**config.mk**
```make
export PLATFORM = sky130hd
export DESIGN_NAME = fpa_prep
export DESIGN_NICKNAME = d
export VERILOG_FILES = /design/src/design/fpa_pkg.sv /design/src/design/fpa_prep.sv
export SDC_FILE = /design/constraint.sdc
export NUM_CORES = 2
export LEC_CHECK = 0
export ABC_AREA = 1
export BUFFER_PORTS_ARGS = -buffer_cell sky130_fd_sc_hd__buf_2
export CAP_MARGIN = 10
export CORE_ASPECT_RATIO = 0.75
export CORE_MARGIN = 2
export CORE_UTILIZATION = 55
export DETAILED_ROUTE_END_ITERATION = 16
export GPL_ROUTABILITY_DRIVEN = 0
export GPL_TIMING_DRIVEN = 1
export PLACE_DENSITY = 0.72
export REMOVE_ABC_BUFFERS = 1
export SLEW_MARGIN = 20
export SYNTH_ARGS = -nofsm -noshare
export SYNTH_HDL_FRONTEND = slang
export SYNTH_SLANG_ARGS = --single-unit
```
**constraint.sdc**
```tcl
create_clock -name vclk -period 16.9
set_input_delay 2.535 -clock vclk [all_inputs]
set_output_delay 2.535 -clock vclk [all_outputs]
set_load 0.02 [all_outputs]
```
**src/design/fpa_pkg.sv**
```systemverilog
// shared types, op codes and saturation helper for the fixed-point alu
`timescale 1ns / 1ps
`default_nettype none
package fpa_pkg;

    localparam int FRAC_BITS_DEF = 8;
    localparam int DIV_STEPS     = 32;

    typedef enum logic [3:0] {
        OP_ADD      = 4'd0,
        OP_SUB      = 4'd1,
        OP_MUL      = 4'd2,
        OP_DIV      = 4'd3,
        OP_EQ       = 4'd4,
        OP_NE       = 4'd5,
        OP_GE       = 4'd6,
        OP_LE       = 4'd7,
        OP_GT       = 4'd8,
        OP_LT       = 4'd9,
        OP_INC      = 4'd10,
        OP_DEC      = 4'd11,
        OP_TO_INT   = 4'd12,
        OP_FROM_INT = 4'd13
    } op_t;

    typedef enum logic [1:0] {
        ST_OK   = 2'd0,
        ST_OVF  = 2'd1,
        ST_DIV0 = 2'd2
    } status_t;

    localparam logic [31:0] SAT_MAX = 32'h7fff_ffff;
    localparam logic [31:0] SAT_MIN = 32'h8000_0000;

    // one item as it travels down the pipeline
    typedef struct packed {
        op_t                kind;
        logic [31:0]        simple_res;
        logic               cmp;
        status_t            status;
        logic signed [63:0] prod;
        logic [32:0]        rem;
        logic [31:0]        dvs;
        logic [31:0]        num_lo;
        logic [31:0]        quo;
        logic               neg;
        logic               dovf;
    } pipe_t;

    typedef struct packed {
        logic        ovf;
        logic [31:0] value;
    } sat_t;

    // apply sign to a magnitude and saturate to 32 bits
    function automatic sat_t sat_mag(input logic neg, input logic [63:0] mag);
        sat_t r;
        r.ovf   = 1'b0;
        r.value = 32'd0;
        if (!neg) begin
            if (mag > 64'h0000_0000_7fff_ffff) begin
                r.ovf   = 1'b1;
                r.value = SAT_MAX;
            end else begin
                r.value = mag[31:0];
            end
        end else begin
            if (mag > 64'h0000_0000_8000_0000) begin
                r.ovf   = 1'b1;
                r.value = SAT_MIN;
            end else begin
                r.value = 32'd0 - mag[31:0];
            end
        end
        return r;
    endfunction

endpackage
`default_nettype wire

```
**src/design/fpa_prep.sv**
```systemverilog
// first stage: decode, simple ops, product and divider setup
`timescale 1ns / 1ps
`default_nettype none
module fpa_prep #(
    parameter int FRAC_BITS = fpa_pkg::FRAC_BITS_DEF
) (
    input  wire logic [3:0]  op_in,
    input  wire logic [31:0] a_in,
    input  wire logic [31:0] b_in,
    output fpa_pkg::pipe_t   item
);
    import fpa_pkg::*;

    logic signed [31:0] a_s;
    logic signed [31:0] b_s;
    logic [31:0]        a_mag;
    logic [31:0]        b_mag;
    logic [63:0]        num;
    logic [32:0]        sum;
    logic [32:0]        diff;
    logic [32:0]        incv;
    logic [32:0]        decv;
    logic signed [63:0] shl;
    op_t                op;

    assign a_s   = signed'(a_in);
    assign b_s   = signed'(b_in);
    assign a_mag = a_in[31] ? 32'd0 - a_in : a_in;
    assign b_mag = b_in[31] ? 32'd0 - b_in : b_in;
    assign num   = {32'd0, a_mag} << FRAC_BITS;
    assign sum   = {a_in[31], a_in} + {b_in[31], b_in};
    assign diff  = {a_in[31], a_in} - {b_in[31], b_in};
    assign incv  = {a_in[31], a_in} + 33'd1;
    assign decv  = {a_in[31], a_in} - 33'd1;
    assign shl   = 64'(a_s) <<< FRAC_BITS;
    assign op    = op_t'(op_in);

    // per-op result of everything that finishes here
    always_comb begin
        item            = '0;
        item.kind       = op;
        item.prod       = 64'(a_s) * 64'(b_s);
        item.dvs        = b_mag;
        item.num_lo     = num[31:0];
        item.rem        = {1'b0, num[63:32]};
        item.dovf       = num[63:32] >= b_mag;
        item.neg        = a_in[31] ^ b_in[31];
        item.simple_res = 32'd0;
        item.cmp        = 1'b0;
        item.status     = ST_OK;
        unique case (op)
            OP_ADD:  begin
                item.simple_res = (sum[32] != sum[31]) ? (sum[32] ? SAT_MIN : SAT_MAX) : sum[31:0];
                item.status     = (sum[32] != sum[31]) ? ST_OVF : ST_OK;
            end
            OP_SUB:  begin
                item.simple_res = (diff[32] != diff[31]) ? (diff[32] ? SAT_MIN : SAT_MAX)
                                                         : diff[31:0];
                item.status     = (diff[32] != diff[31]) ? ST_OVF : ST_OK;
            end
            OP_INC:  begin
                item.simple_res = (incv[32] != incv[31]) ? SAT_MAX : incv[31:0];
                item.status     = (incv[32] != incv[31]) ? ST_OVF : ST_OK;
            end
            OP_DEC:  begin
                item.simple_res = (decv[32] != decv[31]) ? SAT_MIN : decv[31:0];
                item.status     = (decv[32] != decv[31]) ? ST_OVF : ST_OK;
            end
            OP_TO_INT: item.simple_res = 32'(a_s >>> FRAC_BITS);
            OP_FROM_INT: begin
                if (shl > 64'sh0000_0000_7fff_ffff) begin
                    item.simple_res = SAT_MAX;
                    item.status     = ST_OVF;
                end else if (shl < -64'sh0000_0000_8000_0000) begin
                    item.simple_res = SAT_MIN;
                    item.status     = ST_OVF;
                end else begin
                    item.simple_res = shl[31:0];
                end
            end
            OP_DIV:  item.status = (b_in == 32'd0) ? ST_DIV0 : ST_OK;
            OP_EQ:   item.cmp = a_s == b_s;
            OP_NE:   item.cmp = a_s != b_s;
            OP_GE:   item.cmp = a_s >= b_s;
            OP_LE:   item.cmp = a_s <= b_s;
            OP_GT:   item.cmp = a_s > b_s;
            OP_LT:   item.cmp = a_s < b_s;
            default: item.cmp = 1'b0;
        endcase
    end

endmodule
`default_nettype wire

```
==> results.md <==
* Hold Path End: item[233]
* Min-Delay Path Class: in2out
* Die width at 343 µm
* Final min period at 14030 ps
* CP startpoint kind: input pin
* Synth unique cells at 60
* Vias at 42800
* Post-DP Area at 48900 µm²
* Filler Cell Count at 8075
* Vias per cell at 5.59
* Slew Viols, Final at 0
* Die area at 88700 µm²
* WHS Path Cells at 2
* Register Area at 0 µm²
* DR WL/cell at 21.1 µm
* Sequential fraction of the synthesis area at 0%
* Synth warnings at 0
* Number of DRC markers in iteration 0 at 5396
* Status: complete, no violations
* Gr usage total at 36.8%
* Clock buffers at 0
* Highest net fanout along the worst path at 33
* Fmax at 71.3 MHz
* Core area at 85800 µm²
* Seq cells at 0
* Nets@finish at 7935
* Pin count of the biggest net entering global routing at 52
* Final Hold Violating Endpoints at 0
* Hold Startpoint: op_in[3]
* Post-CTS setup buffers at 0
* DRC Markers at 0
* Post-synthesis cell count at 6546
* Worst Path Required at 14370 ps
* Area Growth Syn to Fin at 2.95%
* Layout cell share with drive strength beyond 1 at 5.62%
* Fin Setup TNS at 0 ps
* Chip height at 258 µm
* DP HPWL at 127 mm
* Final setup viols at 0
* Multi-input logic area at 39000 µm²
* Grt ovf at 0
* Worst Path Arrival at 11500 ps
* PostCTS Resize Cnt at 0
* Final period util at 83.0%
* ANT cells at 0
* Starting Density at 55.4%
* Final ANT Viol Nets at 0
* DRT Pass-1 Iters at 7
* CP Capture Type: primary output
* Critical path class: in2out
* Post-route cell area at 48900 µm²
* Worst rel slew slack at 25.8%
* Syn Std Cell Area at 47500 µm²
* Num rows at 93
* Synthesized area per cell at 7.26 µm²
* # IOs at 302
* Max Cap Viol at 0
* Critical Path Start: b_in[2]
* Port bufs at 237
* Hold WS at 5340 ps
* Commonest non-fill, non-tap cell in the layout: inv_1
* First-pass GRT wire length at 251 mm
* Hold buffers post-CTS at 0
* Unrepaired setup endpoints after global routing: false
* Antenna violations before repair at 1
* Most frequent cells in the layout: inv_1 (1819), nand2_1 (1588), fa_1 (1084)
* Worst Max-Slew Pin Slew at 1110 ps
* Routed WL at 161 mm
* Number of global-route vias before repair at 43000
metal layers:
metal  vias up  GRT usage, %  wire, µm
met5         -             0        10
met4         2          12.3      6940
met3       463          11.9     24700
met2      3064          53.4     67000
met1     20700          52.1     62700
li1      18600             -         -
cell usage after synthesis, types with 25 or more instances:
| master | instances | share of area (%) |
|---|---|---|
| o21ai_0 | 151 | 1.6 |
| clkbuf_1 | 185 | 1.5 |
| nand3_1 | 228 | 2.4 |
| buf_2 | 25 | 0.26 |
| fa_1 | 1084 | 46 |
| xor2_1 | 146 | 2.7 |
| nand4_1 | 37 | 0.49 |
| xnor2_1 | 29 | 0.53 |
| inv_1 | 1819 | 14 |
| o21ai_1 | 25 | 0.26 |
| ha_1 | 263 | 6.9 |
| buf_1 | 75 | 0.59 |
| nand2_1 | 1588 | 13 |
| nor3_1 | 54 | 0.57 |
| buf_4 | 95 | 1.5 |
| nor2_1 | 363 | 2.9 |
| a21oi_1 | 157 | 1.7 |
cell type report:
cell class / count / area share, %
Timing Repair Buffer: 295 / 3.32
Tap cell: 1140 / 2.92
Multi-Input combinational cell: 4395 / 79.7
Inverter: 1828 / 14.0
cell families (layout without fill, tap and decap cells):
family	count (synthesis)	in the layout	synth area share [%]
simple gates	2355	2355	20.3
buf+inv	2215	2123	18.4
fa+ha+maj	1347	1347	52.6
compound gates	451	451	5.41
xor+xnor	176	176	3.26
other cells	1	65	0.00790
mux	1	1	0.0211
worst max-delay path, cell delays in order:
cell	delay, ps
buf_2	570
nand2_1	200
inv_1	170
fa_1	400
inv_1	120
fa_1	470
inv_1	90
fa_1	720
fa_1	1040
inv_1	360
fa_1	570
inv_1	60
fa_1	530
inv_1	50
fa_1	470
inv_1	50
fa_1	460
ha_1	370
nand2_1	100
nor2_1	200
inv_1	140
nor3_1	730
nand3b_1	520
nand3_1	220
nand2_1	70
nand2_1	50
buf_2	160
through the flow:
stage | instances | worst slack, ps | utilization, %
final | 7658 | 2870 | 57.0
after global routing | 7658 | 2310 | 57.0
after CTS | 7658 | 3110 | 57.0
after detailed placement | 7658 | 3140 | 57.0
after global placement | 7658 | 3190 | 57.0
after floorplan | 6223 | 4920 | -
worst max-delay path by stage:
stage | to | slack [ps] | depth (start not counted)
global route | item[189] | 2310 | 27
detailed placement | item[189] | 3140 | 27
CTS | item[189] | 3110 | 27
finish | item[189] | 2870 | 27
global placement | item[189] | 3190 | 27
floorplan | item[194] | 4920 | 27
Power is not shown: default switching activity piles up to over one toggle a cycle in this logic, so the estimate is an artifact.
