`config.mk`:
```
export PLATFORM = sky130hd
export DESIGN_NAME = fpa_finish
export DESIGN_NICKNAME = d
export VERILOG_FILES = /design/src/design/fpa_pkg.sv /design/src/design/fpa_finish.sv
export SDC_FILE = /design/constraint.sdc
export NUM_CORES = 1
export LEC_CHECK = 0
export BUFFER_PORTS_ARGS = -buffer_cell sky130_fd_sc_hd__buf_2
export CAP_MARGIN = 20
export CORE_UTILIZATION = 40
export DETAILED_ROUTE_END_ITERATION = 10
export GPL_ROUTABILITY_DRIVEN = 0
export PLACE_DENSITY = 0.78
export SYNTH_ARGS = -nofsm -noshare
export SYNTH_HDL_FRONTEND = slang
export SYNTH_SLANG_ARGS = --single-unit
```
`constraint.sdc`:
```
create_clock -name vclk -period 15.7
set_input_delay 3.14 -clock vclk [all_inputs]
set_output_delay 3.14 -clock vclk [all_outputs]
set_load 0.005 [all_outputs]
```
`src/design/fpa_pkg.sv`:
```
// shared types, op codes and saturation helper for the fixed-point alu
`timescale 1ns / 1ps
`default_nettype none
package fpa_pkg;

    localparam int FRAC_BITS_DEF = 8;
    localparam int DIV_STEPS     = 32;

    typedef enum logic [3:0] {
        OP_ADD      = 4'd0,
        OP_SUB      = 4'd1,
        OP_MUL      = 4'd2,
        OP_DIV      = 4'd3,
        OP_EQ       = 4'd4,
        OP_NE       = 4'd5,
        OP_GE       = 4'd6,
        OP_LE       = 4'd7,
        OP_GT       = 4'd8,
        OP_LT       = 4'd9,
        OP_INC      = 4'd10,
        OP_DEC      = 4'd11,
        OP_TO_INT   = 4'd12,
        OP_FROM_INT = 4'd13
    } op_t;

    typedef enum logic [1:0] {
        ST_OK   = 2'd0,
        ST_OVF  = 2'd1,
        ST_DIV0 = 2'd2
    } status_t;

    localparam logic [31:0] SAT_MAX = 32'h7fff_ffff;
    localparam logic [31:0] SAT_MIN = 32'h8000_0000;

    // one item as it travels down the pipeline
    typedef struct packed {
        op_t                kind;
        logic [31:0]        simple_res;
        logic               cmp;
        status_t            status;
        logic signed [63:0] prod;
        logic [32:0]        rem;
        logic [31:0]        dvs;
        logic [31:0]        num_lo;
        logic [31:0]        quo;
        logic               neg;
        logic               dovf;
    } pipe_t;

    typedef struct packed {
        logic        ovf;
        logic [31:0] value;
    } sat_t;

    // apply sign to a magnitude and saturate to 32 bits
    function automatic sat_t sat_mag(input logic neg, input logic [63:0] mag);
        sat_t r;
        r.ovf   = 1'b0;
        r.value = 32'd0;
        if (!neg) begin
            if (mag > 64'h0000_0000_7fff_ffff) begin
                r.ovf   = 1'b1;
                r.value = SAT_MAX;
            end else begin
                r.value = mag[31:0];
            end
        end else begin
            if (mag > 64'h0000_0000_8000_0000) begin
                r.ovf   = 1'b1;
                r.value = SAT_MIN;
            end else begin
                r.value = 32'd0 - mag[31:0];
            end
        end
        return r;
    endfunction

endpackage
`default_nettype wire

```
`src/design/fpa_finish.sv`:
```
// last stage: rounding and saturation for multiply and divide, result select
`timescale 1ns / 1ps
`default_nettype none
module fpa_finish #(
    parameter int FRAC_BITS = fpa_pkg::FRAC_BITS_DEF
) (
    input  fpa_pkg::pipe_t    item,
    output logic [31:0]       result,
    output logic              compare_true,
    output fpa_pkg::status_t  status
);
    import fpa_pkg::*;

    localparam logic [63:0] HALF = 64'd1 << (FRAC_BITS - 1);

    logic [63:0] pmag;
    logic [63:0] pround;
    logic        up;
    logic [63:0] qround;
    sat_t        mul_sat;
    sat_t        div_sat;

    // multiply: magnitude, round half away from zero
    assign pmag    = item.prod[63] ? 64'd0 - item.prod : item.prod;
    assign pround  = (pmag + HALF) >> FRAC_BITS;
    assign mul_sat = sat_mag(item.prod[63], pround);

    // divide: round up when twice the remainder reaches the divisor
    assign up      = {item.rem[31:0], 1'b0} >= {1'b0, item.dvs};
    assign qround  = item.dovf ? 64'h0000_0001_0000_0000
                               : {32'd0, item.quo} + {63'd0, up};
    assign div_sat = sat_mag(item.neg, qround);

    always_comb begin
        result       = item.simple_res;
        compare_true = item.cmp;
        status       = item.status;
        if (item.kind == OP_MUL) begin
            result = mul_sat.value;
            status = mul_sat.ovf ? ST_OVF : ST_OK;
        end else if (item.kind == OP_DIV && item.status != ST_DIV0) begin
            result = div_sat.value;
            status = div_sat.ovf ? ST_OVF : ST_OK;
        end
    end

endmodule
`default_nettype wire

```
==> reports/metrics.json, run 1 <==
{
  "inserted_diodes": 0,
  "timing.critical_path.required_ps": 12560,
  "drt_drc_violations_left": 0,
  "worstMarginPinSlew_ps": 1150,
  "power.density_mw_per_mm2": 24.9,
  "grt_start_max_net_pins": 116,
  "detail_route.vias_per_cell": 6.25,
  "post_cts_hold_buffer_count": 0,
  "vias_in_the_first_global_route": 9359,
  "slowest_delay_ps": 790,
  "post_route_cells_drive_above_1_share": 0.200,
  "fp.dieArea_mm2": 0.0210,
  "unrepaired_setup_endpoints_after_global_routing": "no",
  "dpl_cell_area_mm2": 0.00939,
  "max-vdd-ir-drop_mv": 0.0120,
  "cp_slowest_cell": "sky130_fd_sc_hd__o41ai_1",
  "setup.worst_path.class": "in -> out",
  "yosysSeqAreaShare": 0,
  "final_min_period_over_clock_period": 0.862,
  "fmaxAchievable_ghz": 0.0739,
  "setup_tns_ps": 0,
  "pin_count": 269,
  "slew_headroom": 0.227,
  "yosys_warnings": 0,
  "wirelength_mm": 29.3,
  "wire_length_of_the_first_global_routing_pass_mm": 47.5,
  "routed-via-count": 10700,
  "fp.dieW_um": 145,
  "worst-endpoint-arrival_ps": 10390,
  "globalRouteOverflowTotal": 0,
  "final.min_clock_period_ps": 13530,
  "post-cts-setup-buffers": 0,
  "stdcell_count": 1707,
  "synth.cell_area_mm2": 0.00818,
  "clkbuf_count": 0,
  "worst-path-max-fanout": 16,
  "report.final.slew_viol_count": 0,
  "area_growth_syn_to_layout_pct": 14.9,
  "avgSynthCellArea_um2": 6.40,
  "dp_cells": 1707,
  "dp_hpwl_mm": 23.6,
  "fp.dieH_um": 145,
  "wl_per_cell_um": 17.2,
  "final_antenna_net_count": 0,
  "floorplan.initialDensity": 0.415,
  "hold_violations": 0,
  "report.final.setup_viol": 0,
  "startpoint_types": "input pin",
  "cts_repair_resize_count": 0,
  "setup.worst_path.end_class": "output port",
  "std_cell_rows": 51,
  "min_path_type": "in -> out",
  "grt_use_total": 0.266,
  "seq_area_um2": 0,
  "cap_violations": 0,
  "leakagePower_nw": 3.69,
  "finalNetCount": 1716,
  "seq_cell_count": 0,
  "grt_antenna_before_repair": 0,
  "outcome": "complete, no violations",
  "finish.instance_area_mm2": 0.00939,
  "tightest_hold_margin_ps": 6280,
  "coreArea_mm2": 0.0197,
  "drt_pre_antenna_iters": 8,
  "synth.net_count": 1550,
  "dr.first_iter.drc_count": 970,
  "count_of_mapped_cells_out_of_synthesis": 1278,
  "portBuffers": 234,
  "synth_cell_type_count": 89
}
worst max-delay path: cells and delay by family:
family	cells	cell delay (ps)
and+or+nand+nor	13	2990
AOI/OAI and AO/OA	14	3040
xor gates and xnor gates	1	330
adders and majority gates	2	570
buffers and inverters	3	300
per-layer routing:
layer,part of all wire,GRT usage,vias up,routed length [um]
li1,-,-,5202,-
met3,0.10,0.0431,54,3010
met1,0.43,0.372,4837,12700
met4,0.024,0.0559,0,692
met2,0.44,0.424,572,12900
met5,0,0,-,0
cells in the final DEF (no fill, tap or decap), types with 38 or more instances in the layout:
master and instances:
sky130_fd_sc_hd__nand4_1 46, sky130_fd_sc_hd__a21oi_1 79, sky130_fd_sc_hd__nand2_1 120, sky130_fd_sc_hd__nor2_1 97, sky130_fd_sc_hd__o21ai_0 61, sky130_fd_sc_hd__inv_1 57
sky130_fd_sc_hd__nand3_1 51, sky130_fd_sc_hd__xnor2_1 55, sky130_fd_sc_hd__xor2_1 62, sky130_fd_sc_hd__o31ai_1 44, sky130_fd_sc_hd__ha_1 38, sky130_fd_sc_hd__nor3_1 57
sky130_fd_sc_hd__buf_2 233
logic make-up after synthesis:
kind of cell / Yosys count / synth area share
buf+inv: 138 / 0.0705
compound gates: 360 / 0.296
xor+xnor: 117 / 0.125
mux: 24 / 0.0303
simple gates: 601 / 0.420
fa+ha+maj: 38 / 0.0581
Yosys cell counts (8+ instances only):
cell	instances	area [um^2]
sky130_fd_sc_hd__o31ai_1	44	330
sky130_fd_sc_hd__a211oi_1	17	128
sky130_fd_sc_hd__nor4_1	26	163
sky130_fd_sc_hd__inv_1	57	214
sky130_fd_sc_hd__a21o_1	18	135
sky130_fd_sc_hd__or4_1	21	158
sky130_fd_sc_hd__o211ai_1	16	120
sky130_fd_sc_hd__a31oi_1	17	106
sky130_fd_sc_hd__o21ai_1	8	40.0
sky130_fd_sc_hd__clkbuf_1	56	210
sky130_fd_sc_hd__xnor2_1	55	482
sky130_fd_sc_hd__mux2i_1	18	180
sky130_fd_sc_hd__nor3_1	57	285
sky130_fd_sc_hd__nor2_1	97	364
sky130_fd_sc_hd__and2_1	15	93.8
sky130_fd_sc_hd__nand3_1	51	255
sky130_fd_sc_hd__o41ai_1	11	96.3
sky130_fd_sc_hd__nor3b_1	13	97.6
sky130_fd_sc_hd__nand2_1	120	450
sky130_fd_sc_hd__buf_2	8	40.0
sky130_fd_sc_hd__and3_1	23	144
sky130_fd_sc_hd__nand4b_1	8	70.1
sky130_fd_sc_hd__o221ai_1	9	78.8
sky130_fd_sc_hd__or3_1	27	169
sky130_fd_sc_hd__nor2b_1	12	75.1
sky130_fd_sc_hd__a32oi_1	14	123
sky130_fd_sc_hd__nand2b_1	23	144
sky130_fd_sc_hd__or2_2	8	50.1
sky130_fd_sc_hd__a21oi_1	79	395
sky130_fd_sc_hd__ha_1	38	475
sky130_fd_sc_hd__and4_1	10	87.6
sky130_fd_sc_hd__nand4_1	46	288
sky130_fd_sc_hd__o21ai_0	61	305
sky130_fd_sc_hd__xor2_1	62	543
through the flow:
stage	setup slack (ps)	utilization	total power [mW]
floorplan	3730	-	0.149
finish	2170	0.476	0.233
global route	1620	0.476	0.259
CTS	2320	0.476	0.229
detailed placement	2340	0.476	0.228
global placement	2410	0.476	0.223
path summary, 6_finish.rpt:
path,startpoint,endpoint,slack [ps],cells after the start
hold / removal,item[197],compare_true,6280,0
setup / recovery,item[67],result[18],2170,33
area by class of cell:
class              count  area, um^2
repair buffers       243        1240
well taps            265         332
fillers             2061       10300
multi-input cells   1140        7600
inverters             59         221
power breakdown:
| part | total, mW | switching (mW) | internal (mW) |
|---|---|---|---|
| sequential | 0 | 0 | 0 |
| combinational | 0.233 | 0.144 | 0.0899 |
| clock | 0 | 0 | 0 |
| total | 0.233 | 0.144 | 0.0899 |
Note: power is estimated with default switching activity, not from simulation.
==> run 2: changes to the inputs <==
- CORE_ASPECT_RATIO: default -> 0.8
==> run 2 against run 1 <==
Flip-flop and latch count did not move. Final cell count did not move. Fmax fell by 1.4%. Via count rose by 1.1%. Sequential share of layout area did not move. Clock-buffer cell count did not move. Global-route usage rose by 0.44 points. Total power fell by 0.30%. Non-clock buffer count did not move. Critical path type unchanged. Routed wire length rose by 3.3%. First-iteration DRC count rose by 7.3%.
==> reports/metrics.json, run 2 (same netlist as run 1, synthesis figures left out) <==
{
  "report.final.setup_viol": 0,
  "timing.critical_path.required_ps": 12560,
  "detail_route.vias_per_cell": 6.32,
  "worstMarginPinSlew_ps": 903,
  "final_min_period_over_clock_period": 0.874,
  "unrepaired_setup_endpoints_after_global_routing": "no",
  "slew_headroom": 0.393,
  "max-vdd-ir-drop_mv": 0.0117,
  "setup.worst_path.end_class": "output port",
  "drt_pre_antenna_iters": 5,
  "multi_input_comb_area_mm2": 0.00760,
  "cap_violations": 0,
  "std_cell_rows": 46,
  "slowest_delay_ps": 780,
  "dp_hpwl_mm": 24.5,
  "wire_length_of_the_first_global_routing_pass_mm": 47.1,
  "vias_in_the_first_global_route": 9589,
  "outcome": "complete, no violations",
  "fp.dieH_um": 130,
  "report.final.slew_viol_count": 0,
  "setup.worst_path.class": "in -> out",
  "final_antenna_net_count": 0,
  "area_growth_syn_to_layout_pct": 14.9,
  "final.min_clock_period_ps": 13730,
  "portBuffers": 234,
  "post-cts-setup-buffers": 0,
  "globalRouteOverflowTotal": 0,
  "cp_slowest_cell": "sky130_fd_sc_hd__o41ai_1",
  "share_clk_of_total_power": 0,
  "power.density_mw_per_mm2": 24.8,
  "mostFrequentLayoutCell": "sky130_fd_sc_hd__buf_2",
  "tightest_hold_margin_ps": 6280,
  "setup_tns_ps": 0,
  "routed-via-count": 10800,
  "startpoint_types": "input pin",
  "fillCellCount": 2058,
  "worst-path-max-fanout": 16,
  "p_int_mw": 0.0896,
  "dr.first_iter.drc_count": 1041,
  "fp.dieArea_mm2": 0.0210,
  "combinationalPowerShare": 1.000,
  "wl_per_cell_um": 17.7,
  "grt_use_total": 0.270,
  "worst-endpoint-arrival_ps": 10590,
  "cts_repair_resize_count": 0,
  "floorplan.initialDensity": 0.411,
  "most-common-layout-cells": "sky130_fd_sc_hd__buf_2 (234), sky130_fd_sc_hd__nand2_1 (120), sky130_fd_sc_hd__nor2_1 (97)",
  "finalNetCount": 1716,
  "p_sw_mw": 0.143,
  "clkbuf_count": 0,
  "hold_violations": 0,
  "drt_drc_violations_left": 0,
  "reg_power_frac": 0,
  "wirelength_mm": 30.3,
  "stdcell_count": 1707,
  "final_core_utilization": 0.472,
  "seq_cell_count": 0,
  "post_route_cells_drive_above_1_share": 0.200,
  "grt_start_max_net_pins": 64,
  "pin_count": 269,
  "leakagePower_nw": 3.69,
  "seq_area_um2": 0,
  "grt_antenna_before_repair": 4,
  "fmaxAchievable_ghz": 0.0728,
  "coreArea_mm2": 0.0199,
  "design_power_total_mw": 0.233,
  "power.switching_fraction": 0.615,
  "post_cts_hold_buffer_count": 0,
  "dp_cells": 1705,
  "min_path_type": "in -> out",
  "fp.dieW_um": 162
}
## run 2: per-layer routing
metal | share of wire | track usage | vias to the layer above | wire, um
met4 | 0.038 | 0.104 | 6 | 1150
met2 | 0.45 | 0.463 | 526 | 13600
met1 | 0.43 | 0.350 | 4956 | 12900
met5 | 0.0011 | 0 | - | 34
li1 | - | - | 5215 | -
met3 | 0.086 | 0.0286 | 83 | 2610
## run 2: worst paths after layout
path  startpoint           end  slack, ps  depth (start not counted)
max     item[67]     result[8]       1970                         33
min    item[197]  compare_true       6280                          0
## run 2: worst max-delay path, delay by kind of cell
family / cells / cell delay (ps)
AND/OR/NAND/NOR: 12 / 3050
AO/OA/AOI/OAI: 15 / 3150
buffers and inverters: 3 / 310
multiplexers: 1 / 370
adder cells (fa/ha/maj): 2 / 540
## run 2: layout make-up
| class | count | area share |
|---|---|---|
| inverter | 59 | 0.0236 |
| antenna | 1 | 0.000266 |
| multi-input combinational | 1140 | 0.809 |
| timing repair buffer | 243 | 0.132 |
| tap | 264 | 0.0352 |
## run 2: power by group through the flow
| stage | logic (mW) | registers [mW] | clock network (mW) |
|---|---|---|---|
| 2_1_floorplan | 0.149 | 0 | 0 |
| 3_3_place_gp | 0.222 | 0 | 0 |
| 3_5_place_dp | 0.227 | 0 | 0 |
| 4_1_cts | 0.229 | 0 | 0 |
| 5_1_grt | 0.256 | 0 | 0.00000000852 |
| 6_report | 0.233 | 0 | 0.00000000852 |
## run 2: metrics by stage
stage | worst slack (ps) | instance area (um^2)
finish | 1970 | 9390
global route | 1330 | 9390
CTS | 2060 | 9390
detailed placement | 2090 | 9390
global placement | 2190 | 9390
floorplan | 3730 | 8180
