==> config.mk <==
export PLATFORM = sky130hd
export DESIGN_NAME = fpa_div_step
export DESIGN_NICKNAME = d
export VERILOG_FILES = /design/src/design/fpa_pkg.sv /design/src/design/fpa_div_step.sv
export SDC_FILE = /design/constraint.sdc
export NUM_CORES = 1
export LEC_CHECK = 0
export BUFFER_PORTS_ARGS = -buffer_cell sky130_fd_sc_hd__buf_2
export CAP_MARGIN = 25
export CELL_PAD_IN_SITES_DETAIL_PLACEMENT = 1
export CELL_PAD_IN_SITES_GLOBAL_PLACEMENT = 1
export CORE_AREA = 3 3 181 183
export DETAILED_ROUTE_END_ITERATION = 8
export DIE_AREA = 0 0 184 186
export GPL_TIMING_DRIVEN = 0
export PLACE_DENSITY = 0.63
export SLEW_MARGIN = 20
export SYNTH_ARGS = -nofsm -noshare
export SYNTH_HDL_FRONTEND = slang
export SYNTH_SLANG_ARGS = --single-unit
==> constraint.sdc <==
create_clock -name vclk -period 2.05
set_input_delay 0 -clock vclk [all_inputs]
set_output_delay 0 -clock vclk [all_outputs]
set_load 0.005 [all_outputs]
==> src/design/fpa_pkg.sv <==
// shared types, op codes and saturation helper for the fixed-point alu
`timescale 1ns / 1ps
`default_nettype none
package fpa_pkg;

    localparam int FRAC_BITS_DEF = 8;
    localparam int DIV_STEPS     = 32;

    typedef enum logic [3:0] {
        OP_ADD      = 4'd0,
        OP_SUB      = 4'd1,
        OP_MUL      = 4'd2,
        OP_DIV      = 4'd3,
        OP_EQ       = 4'd4,
        OP_NE       = 4'd5,
        OP_GE       = 4'd6,
        OP_LE       = 4'd7,
        OP_GT       = 4'd8,
        OP_LT       = 4'd9,
        OP_INC      = 4'd10,
        OP_DEC      = 4'd11,
        OP_TO_INT   = 4'd12,
        OP_FROM_INT = 4'd13
    } op_t;

    typedef enum logic [1:0] {
        ST_OK   = 2'd0,
        ST_OVF  = 2'd1,
        ST_DIV0 = 2'd2
    } status_t;

    localparam logic [31:0] SAT_MAX = 32'h7fff_ffff;
    localparam logic [31:0] SAT_MIN = 32'h8000_0000;

    // one item as it travels down the pipeline
    typedef struct packed {
        op_t                kind;
        logic [31:0]        simple_res;
        logic               cmp;
        status_t            status;
        logic signed [63:0] prod;
        logic [32:0]        rem;
        logic [31:0]        dvs;
        logic [31:0]        num_lo;
        logic [31:0]        quo;
        logic               neg;
        logic               dovf;
    } pipe_t;

    typedef struct packed {
        logic        ovf;
        logic [31:0] value;
    } sat_t;

    // apply sign to a magnitude and saturate to 32 bits
    function automatic sat_t sat_mag(input logic neg, input logic [63:0] mag);
        sat_t r;
        r.ovf   = 1'b0;
        r.value = 32'd0;
        if (!neg) begin
            if (mag > 64'h0000_0000_7fff_ffff) begin
                r.ovf   = 1'b1;
                r.value = SAT_MAX;
            end else begin
                r.value = mag[31:0];
            end
        end else begin
            if (mag > 64'h0000_0000_8000_0000) begin
                r.ovf   = 1'b1;
                r.value = SAT_MIN;
            end else begin
                r.value = 32'd0 - mag[31:0];
            end
        end
        return r;
    endfunction

endpackage
`default_nettype wire

==> src/design/fpa_div_step.sv <==
// one restoring division step: brings in a numerator bit, yields a quotient bit
`timescale 1ns / 1ps
`default_nettype none
module fpa_div_step (
    input  fpa_pkg::pipe_t item_in,
    output fpa_pkg::pipe_t item_out
);
    import fpa_pkg::*;

    logic [32:0] trial;
    logic        fits;

    assign trial = {item_in.rem[31:0], item_in.num_lo[31]};
    assign fits  = trial >= {1'b0, item_in.dvs};

    // subtract when the divisor fits, shift quotient bit in
    always_comb begin
        item_out        = item_in;
        item_out.rem    = fits ? trial - {1'b0, item_in.dvs} : trial;
        item_out.num_lo = {item_in.num_lo[30:0], 1'b0};
        item_out.quo    = {item_in.quo[30:0], fits};
    end

endmodule
`default_nettype wire

==> reports/qor.yml, run 1 <==
gr-usage-met3: 0.0270
dp_hpwl_mm: 18.3
synth_top_family_by_area: "buffers and inverters"
rsz0062_at_grt: "yes"
hp-class: "input port to primary output"
holdWs_ns: 0.166
top_level_ports: 468
synth_cell_types: 60
grt_overflow_total: 0
ir_drop_mv: 0.0807
die_h_um: 186
p_seq_frac: 0
die_area_sq_mm: 0.0342
comb_power_share: 1.000
clkPwrFrac: 0
met2_usage: 0.227
coreArea_sq_mm: 0.0314
grt_max_degree: 11
syn2layout_area_growth_pct: 85.8
critPathArrivalTime_ns: 2.33
status: "finished, violations left"
syn_area_sq_mm: 0.00389
postLayoutCellArea_sq_mm: 0.00723
regArea_sq_um: 0
top_usage_layer: "met2"
io_buffers: 298
yosys_warnings: 0
syn_inst: 569
clkbuf_count: 0
wirelength_mm: 21.4
design.seq.count: 0
switching_share: 0.464
grt_pass1_vias: 5009
yosys.area_share.simple: 0.143
critPathMaxFanout: 5
fin_nets: 1178
antenna_found_initial: 7
start_kind: "input port"
syn_avg_cell_area_sq_um: 6.84
critPathLaunch: "item_in[103]"
synthMuxAreaShare: 0.00675
worst-setup-path-type: "input port to primary output"
ys_seq_area_frac: 0
hold_viol: 0
p_switching_w: 0.00116
grt_pass1_wl_mm: 29.2
routedWlPerCell_um: 16.3
cap_violations: 0
gp_congestion: 0.803
ant_nets: 0
num_vias: 5000
initial_utilization: 0.124
firstDrtPassIters: 4
fill_cells: 3873
die_w_um: 184
power_leakage_nw: 3.78
violations: "setup timing"
endpoint: "item_out[125]"
drive_above_1_share: 0.748
vias_per_cell: 3.81
p_total_w: 0.00250
synth_fp_nets: 836
synthXorXnorAreaFrac: 0.0608
required_ns: 2.05
timing.final.crit_share: 1.14
postCtsHoldBufs: 0
cp-end-kind: "primary output"
power.density_mw_per_mm2: 346
slew_viol_final: 0
drt-initial-drc-count: 85
fmaxAchievable_mhz: 428
drc_errors: 0
placementRows: 65
synth_compound_area_frac: 0.237
setup_viol: 34
worst_slack_ns: -0.285
synthAdderAreaFrac: 0.108
post-route-min-period_ns: 2.33
postPlaceCellArea_sq_mm: 0.00589
intPower_w: 0.00134
grt.total_usage: 0.110
met1_usage: 0.115
## logic make-up after synthesis
logic type | after synthesis
muxes | 2
other | 1
and+or+nand+nor | 116
adders and majority gates | 33
xor gates and xnor gates | 27
buffers and inverters | 252
AOI/OAI and AO/OA | 138
## power by group through the flow
| stage | Sequential, W | Combinational (W) | Clock, W |
|---|---|---|---|
| after global placement | 0 | 0.00181 | 0 |
| final | 0 | 0.00250 | 0.0000000000653 |
| after floorplan | 0 | 0.00106 | 0 |
| after global routing | 0 | 0.00273 | 0 |
| after CTS | 0 | 0.00239 | 0 |
| after detailed placement | 0 | 0.00182 | 0 |
## cell usage after synthesis, drive strengths merged, types with 5 or more instances
| library cell | n | area share |
|---|---|---|
| buf | 210 | 0.40 |
| a21oi | 42 | 0.055 |
| inv | 37 | 0.036 |
| nand2 | 36 | 0.036 |
| nor2 | 33 | 0.032 |
| ha | 32 | 0.10 |
| o21ai | 28 | 0.036 |
| a21o | 22 | 0.042 |
| xnor2 | 14 | 0.032 |
| xor2 | 13 | 0.029 |
| a211oi | 9 | 0.020 |
| nand2b | 7 | 0.011 |
| and3 | 6 | 0.0096 |
| nand3 | 6 | 0.0077 |
| nor2b | 6 | 0.0096 |
| and2 | 5 | 0.0080 |
| clkbuf | 5 | 0.0048 |
| nand4 | 5 | 0.0080 |
| o211ai | 5 | 0.011 |
| o21a | 5 | 0.0096 |
| o21bai | 5 | 0.0096 |
## how the worst min path moves through the flow
stage	startpoint	to	slack (ns)	cells past startpoint
after CTS	item_in[204]	item_out[204]	0.17	2
after global placement	item_in[189]	item_out[189]	0.17	2
after global routing	item_in[138]	item_out[138]	0.17	2
after detailed placement	item_in[204]	item_out[204]	0.17	2
final	item_in[48]	item_out[49]	0.17	2
after floorplan	item_in[0]	item_out[0]	0.08	1
## layout make-up
class                      instances  area (sq um)  area share
tap                              402           503      0.0696
inverter                          37           156      0.0216
timing repair buffer             346          2030       0.281
buffer                           209          1650       0.228
multi-input combinational        317          2890       0.400
antenna                            1          2.50    0.000346
## per-layer routing
| metal | up-vias | part of all wire |
|---|---|---|
| li1 | 2405 | - |
| met1 | 2341 | 0.35 |
| met2 | 226 | 0.56 |
| met3 | 16 | 0.078 |
| met4 | 12 | 0.0066 |
| met5 | - | 0.0036 |
## layout by cell type (no fill, tap or decap), types with 6 or more instances in the layout
| cell type | instances |
|---|---|
| o21ai_1 | 8 |
| nand2_1 | 20 |
| inv_1 | 30 |
| nor2_1 | 23 |
| buf_6 | 11 |
| buf_12 | 7 |
| a21oi_1 | 16 |
| xor2_1 | 13 |
| nor2_4 | 8 |
| xnor2_1 | 14 |
| buf_8 | 7 |
| buf_2 | 284 |
| ha_1 | 9 |
| nand2_2 | 9 |
| nand2b_1 | 7 |
| o21ai_0 | 9 |
| a21oi_2 | 22 |
| nand2_4 | 7 |
| ha_4 | 17 |
| buf_4 | 242 |
| o21ai_2 | 9 |
| ha_2 | 6 |
| a21o_1 | 22 |
## metrics by stage
stage / instances / setup slack (ns) / util / setup TNS (ns)
global placement: 1269 / -1.05 / 0.187 / -26.41
finish: 1312 / -0.285 / 0.230 / -7.52
floorplan: 569 / 0.0416 / - / 0
global route: 1311 / -0.422 / 0.230 / -11.53
detailed placement: 1269 / -0.997 / 0.187 / -26.27
CTS: 1298 / -0.270 / 0.220 / -7.10
## critical path: stages
cell	delay (ns)
buf_4	0.13
ha_4	0.23
a2111o_1	0.46
o211ai_4	0.20
a21o_1	0.20
nand4_1	0.24
nand2_4	0.21
buf_12	0.13
buf_8	0.11
buf_12	0.14
nand2_2	0.05
o21ai_1	0.07
buf_4	0.16
## what timing repair did
| action | 4_1_cts | 5_1_grt |
|---|---|---|
| setup buffers | 32 | 15 |
| setup endpoints to repair | 34 | 34 |
| pin swaps | 42 | 33 |
| resized for setup | 175 | 56 |
| gates cloned | 3 | 0 |
Power figures use the tool's default switching activity.
==> inputs of run 2 (changes only) <==
--- a/config.mk
+++ b/config.mk
@@ -6,5 +6,5 @@
 export NUM_CORES = 1
 export LEC_CHECK = 0
-export BUFFER_PORTS_ARGS = -buffer_cell sky130_fd_sc_hd__buf_2
+export BUFFER_PORTS_ARGS = -buffer_cell sky130_fd_sc_hd__buf_4
 export CAP_MARGIN = 25
 export CELL_PAD_IN_SITES_DETAIL_PLACEMENT = 1
==> constraint.sdc (replaced) <==
create_clock -name vclk -period 2.05
set_input_delay 0.1025 -clock vclk [all_inputs]
set_output_delay 0.1025 -clock vclk [all_outputs]
set_load 0.005 [all_outputs]
==> reports/qor.yml, run 2 (synthesized netlist as in run 1, its figures left out) <==
status: "finished, violations left"
violations: "setup timing"
design.seq.count: 0  # unchanged
clkPwrFrac: 0  # unchanged
worst-path-buf-inv: 2  # -3
die_w_um: 184  # unchanged
timing.final.crit_share: 1.23  # +0.0906
io_buffers: 298  # unchanged
placementRows: 65  # unchanged
clkbuf_count: 0  # unchanged
gp_congestion: 0.786  # -2.1%
die_h_um: 186  # unchanged
n_antenna_cell: 0  # -1
setup_viol: 34  # unchanged
critPathMaxFanout: 5  # unchanged
initial_utilization: 0.124  # unchanged
ant_nets: 0  # unchanged
dp_hpwl_mm: 18.4  # +0.53%
hold_viol: 0  # unchanged
coreArea_sq_mm: 0.0314  # unchanged
num_vias: 4945  # -1.1%
syn2layout_area_growth_pct: 110
whs_endpoint: "item_out[216]"
rsz0062_at_grt: "yes"
drt-initial-drc-count: 74  # -13%
top_level_ports: 468  # unchanged
comb_power_share: 1.000  # about the same
fin_nets: 1174  # -0.34%
slowest_stage: "a311o_1"
power_leakage_nw: 4.10  # +8.3%
start_kind: "input port"
multi_input_area_sq_mm: 0.00303  # +4.7%
crit_chain: "buf_8 > ha_4 > a21o_1 > a21oi_2 > nand2_2 > a211oi_4 > a211oi_2 > o21ba_4 > a311o_1 > mux2_4 > buf_6"
final_common_cell: "buf_4"
fill_cells: 3777  # -2.5%
worst-setup-path-type: "input port to primary output"
place_ws_ns: -1.15  # -0.157 ns
cap_violations: 0  # unchanged
min_path_cells: 2  # unchanged
wirelength_mm: 21.6  # +0.78%
gr-usage-met3: 0.0278  # +0.000782
critPathArrivalTime_ns: 2.42  # +0.09 ns
fmaxAchievable_mhz: 397  # -7.4%
met2_usage: 0.224  # -0.00341
grt.total_usage: 0.108  # -0.00114
mostFrequentLayoutCells: "buf_4, buf_6, inv_1"
die_area_sq_mm: 0.0342  # unchanged
min-delay-start: "item_in[216]"
vias_per_cell: 3.78  # -0.72%
grt_pass1_wl_mm: 29.0  # -0.94%
max_stage_delay_ns: 0.38  # -0.08 ns
grt_max_degree: 11  # unchanged
postCtsHoldBufs: 0  # unchanged
regArea_sq_um: 0  # unchanged
intPower_w: 0.00165  # +23%
switching_share: 0.433  # -0.0313
met1_usage: 0.114  # -0.00116
postPlaceCellArea_sq_mm: 0.00691  # +17%
hp-class: "input port to primary output"
drc_errors: 0  # unchanged
p_switching_w: 0.00126  # +8.5%
postLayoutCellArea_sq_mm: 0.00817  # +13%
holdWs_ns: 0.371  # +0.204 ns
slew_viol_final: 0  # unchanged
ir_drop_mv: 0.0918  # +14%
grt_overflow_total: 0  # unchanged
drive_above_1_share: 0.769  # +0.0210
top_usage_layer: "met2"
cp-end-kind: "primary output"
antenna_found_initial: 0  # -7
post-route-min-period_ns: 2.52  # +0.186 ns
required_ns: 1.95  # -0.10 ns
critical_path.top_delay_family: "compound AO/OA/AOI/OAI gates"
grt_pass1_vias: 5076  # +1.3%
power.density_mw_per_mm2: 356  # +2.9%
p_seq_frac: 0  # unchanged
routedWlPerCell_um: 16.5  # +1.2%
firstDrtPassIters: 4  # unchanged
worst_slack_ns: -0.471  # -0.186 ns
==> run 2: per-stage QoR <==
stage | std cells | power [W] | util | TNS (ns)
3_5_place_dp | 1269 | 0.00219 | 0.220 | -28.86
4_1_cts | 1300 | 0.00272 | 0.248 | -13.46
2_1_floorplan | 569 | 0.00116 | - | -0.0333
6_report | 1307 | 0.00291 | 0.260 | -11.28
3_3_place_gp | 1269 | 0.00217 | 0.220 | -28.71
5_1_grt | 1307 | 0.00314 | 0.260 | -15.35
==> run 2: power groups by stage <==
stage	Sequential [W]	Combinational, W	Clock (W)
final	0	0.00291	0
after global routing	0	0.00314	0
after CTS	0	0.00272	0
after detailed placement	0	0.00219	0
after global placement	0	0.00217	0
after floorplan	0	0.00116	0
==> run 2: how the worst max path moves through the flow <==
stage	cells past startpoint	endpoint	slack (ns)	from
2_1_floorplan	11	item_out[130]	-0.03	item_in[65]
3_3_place_gp	12	item_out[125]	-1.12	item_in[67]
3_5_place_dp	12	item_out[114]	-1.15	item_in[67]
4_1_cts	11	item_out[130]	-0.48	item_in[101]
5_1_grt	12	item_out[128]	-0.58	item_in[72]
6_report	11	item_out[130]	-0.47	item_in[101]
==> run 2: routing by layer <==
layer,up-vias,part of all wire
li1,2393,-
met1,2298,0.35
met2,246,0.55
met3,8,0.091
met4,0,0.0090
met5,-,0
==> run 2: final cells by class <==
class / count / share of cell area
buffer: 211 / 0.203
inverter: 37 / 0.0207
multi-input combinational: 317 / 0.370
tap: 402 / 0.0615
timing repair buffer: 340 / 0.345
==> run 2: timing repair <==
item | CTS | global route
endpoints found under the hold margin | 0 | 0
gates cloned | 4 | 1
pin swaps | 44 | 34
setup endpoints to repair | 34 | 34
resized for setup | 158 | 73
setup buffers | 29 | 9
==> inputs of run 3 (changes only) <==
- BUFFER_PORTS_ARGS: -buffer_cell sky130_fd_sc_hd__buf_4 -> unset
- CORE_AREA: 3 3 181 183 -> 3 3 179 181
- DIE_AREA: 0 0 184 186 -> 0 0 182 184
- DONT_BUFFER_PORTS: unset -> 1
- PLACE_DENSITY: 0.63 -> 0.41
==> reports/qor.yml, run 3 (synthesized netlist as in run 1, its figures left out) <==
setup_viol: 34  # unchanged
hp-class: "input port to primary output"
mostFrequentLayoutCells: "buf_4, inv_1, nor2_1"
switching_share: 0.494  # +0.0606
die_h_um: 184  # -1.1%
dp_hpwl_mm: 15.7  # -15%
holdWs_ns: 0.287  # -0.0835 ns
grt.total_usage: 0.0920  # -0.0164
coreArea_sq_mm: 0.0306  # -2.6%
rsz0062_at_grt: "yes"
fin_nets: 883  # -25%
post-route-min-period_ns: 2.33  # -0.193 ns
power_leakage_nw: 2.69  # -34%
clkPwrFrac: 0  # unchanged
postCtsHoldBufs: 0  # unchanged
max_stage_delay_ns: 0.42  # +0.04 ns
start_kind: "input port"
num_vias: 3861  # -22%
worst_slack_ns: -0.278  # +0.193 ns
power.density_mw_per_mm2: 376  # +5.8%
grt_overflow_total: 0  # unchanged
drt-initial-drc-count: 53  # -28%
io_buffers: 0  # -100%
final_common_cell: "buf_4"
firstDrtPassIters: 4  # unchanged
top_level_ports: 468  # unchanged
antenna_found_initial: 0  # unchanged
fmaxAchievable_mhz: 430  # +8.3%
routedWlPerCell_um: 18.6  # +13%
vias_per_cell: 3.82  # +1.0%
p_switching_w: 0.00111  # -12%
cap_violations: 0  # unchanged
wirelength_mm: 18.8  # -13%
finalSetupTns_ns: -4.22  # +7.06 ns
violations: "setup timing"
cp_num_cells: 9  # -2
comb_power_share: 1.000  # about the same
grt_pass1_vias: 3745  # -26%
die_w_um: 182  # -1.1%
multi_input_area_sq_mm: 0.00314  # +3.9%
slowest_stage: "a2111o_1"
gp_congestion: 0.732  # -6.8%
hold_viol: 0  # unchanged
ir_drop_mv: 0.0678  # -26%
placementRows: 64  # -1.5%
n_antenna_cell: 0  # unchanged
critPathMaxFanout: 5  # unchanged
die_area_sq_mm: 0.0335  # -2.2%
worst-setup-path-type: "input port to primary output"
intPower_w: 0.00114  # -31%
grt_max_degree: 11  # unchanged
regArea_sq_um: 0  # unchanged
syn2layout_area_growth_pct: 53.6
critical_path.top_delay_family: "compound AO/OA/AOI/OAI gates"
clkbuf_count: 0  # unchanged
initial_utilization: 0.127  # +0.00326
fill_cells: 3633  # -3.8%
worst-path-buf-inv: 1  # -1
place_ws_ns: -1.05  # +0.103 ns
grt_pass1_wl_mm: 23.8  # -18%
crit_chain: "ha_4 > a2111o_1 > o211ai_2 > a21o_1 > nand4_1 > buf_4 > o211ai_1 > o41ai_4 > a311oi_4"
ant_nets: 0  # unchanged
timing.final.crit_share: 1.14  # -0.0942
min_path_cells: 1  # -1
drc_errors: 0  # unchanged
design.seq.count: 0  # unchanged
cp-end-kind: "primary output"
critPathArrivalTime_ns: 2.23  # -0.19 ns
status: "finished, violations left"
slew_viol_final: 0  # unchanged
required_ns: 1.95  # about the same
drive_above_1_share: 0.661  # -0.108
p_seq_frac: 0  # unchanged
[run 3: worst paths after layout]
| kind | startpoint | slack [ns] | end |
|---|---|---|---|
| setup / recovery | item_in[103] | -0.28 | item_out[128] |
| hold / removal | item_in[31] | 0.29 | item_out[32] |
[run 3: power groups by stage]
stage,Sequential [W],Clock [W],Combinational (W)
2_1_floorplan,0,0,0.00116
3_3_place_gp,0,0,0.00155
3_5_place_dp,0,0,0.00155
4_1_cts,0,0,0.00191
5_1_grt,0,0,0.00244
6_report,0,0,0.00225
[run 3: repair_timing]
action / CTS / global route
endpoints found under the hold margin: 0 / 0
buffers inserted: 25 / 18
gates cloned: 1 / 4
gates resized for setup: 107 / 105
setup endpoints to repair: 34 / 34
pin swaps: 32 / 43
[run 3: per-layer routing]
layer	track usage	wire length [um]	vias up
met5	0	0	-
met2	0.188	10300	242
met4	0.00305	83	0
li1	-	-	1805
met3	0.0235	1680	4
met1	0.0990	6710	1810
[run 3: per-stage QoR]
stage / util / power, W / cell area, sq um / cells
2_1_floorplan: - / 0.00116 / 4170 / 569
3_5_place_dp: 0.153 / 0.00155 / 4670 / 965
3_3_place_gp: 0.153 / 0.00155 / 4670 / 965
6_report: 0.195 / 0.00225 / 5980 / 1010
5_1_grt: 0.195 / 0.00244 / 5980 / 1010
4_1_cts: 0.173 / 0.00191 / 5280 / 990
[run 3: cell type report]
class | count | share of cell area
plain buffers | 212 | 0.282
inverters | 37 | 0.0299
multi-input cells | 317 | 0.526
well taps | 396 | 0.0829
repair buffers | 48 | 0.0787
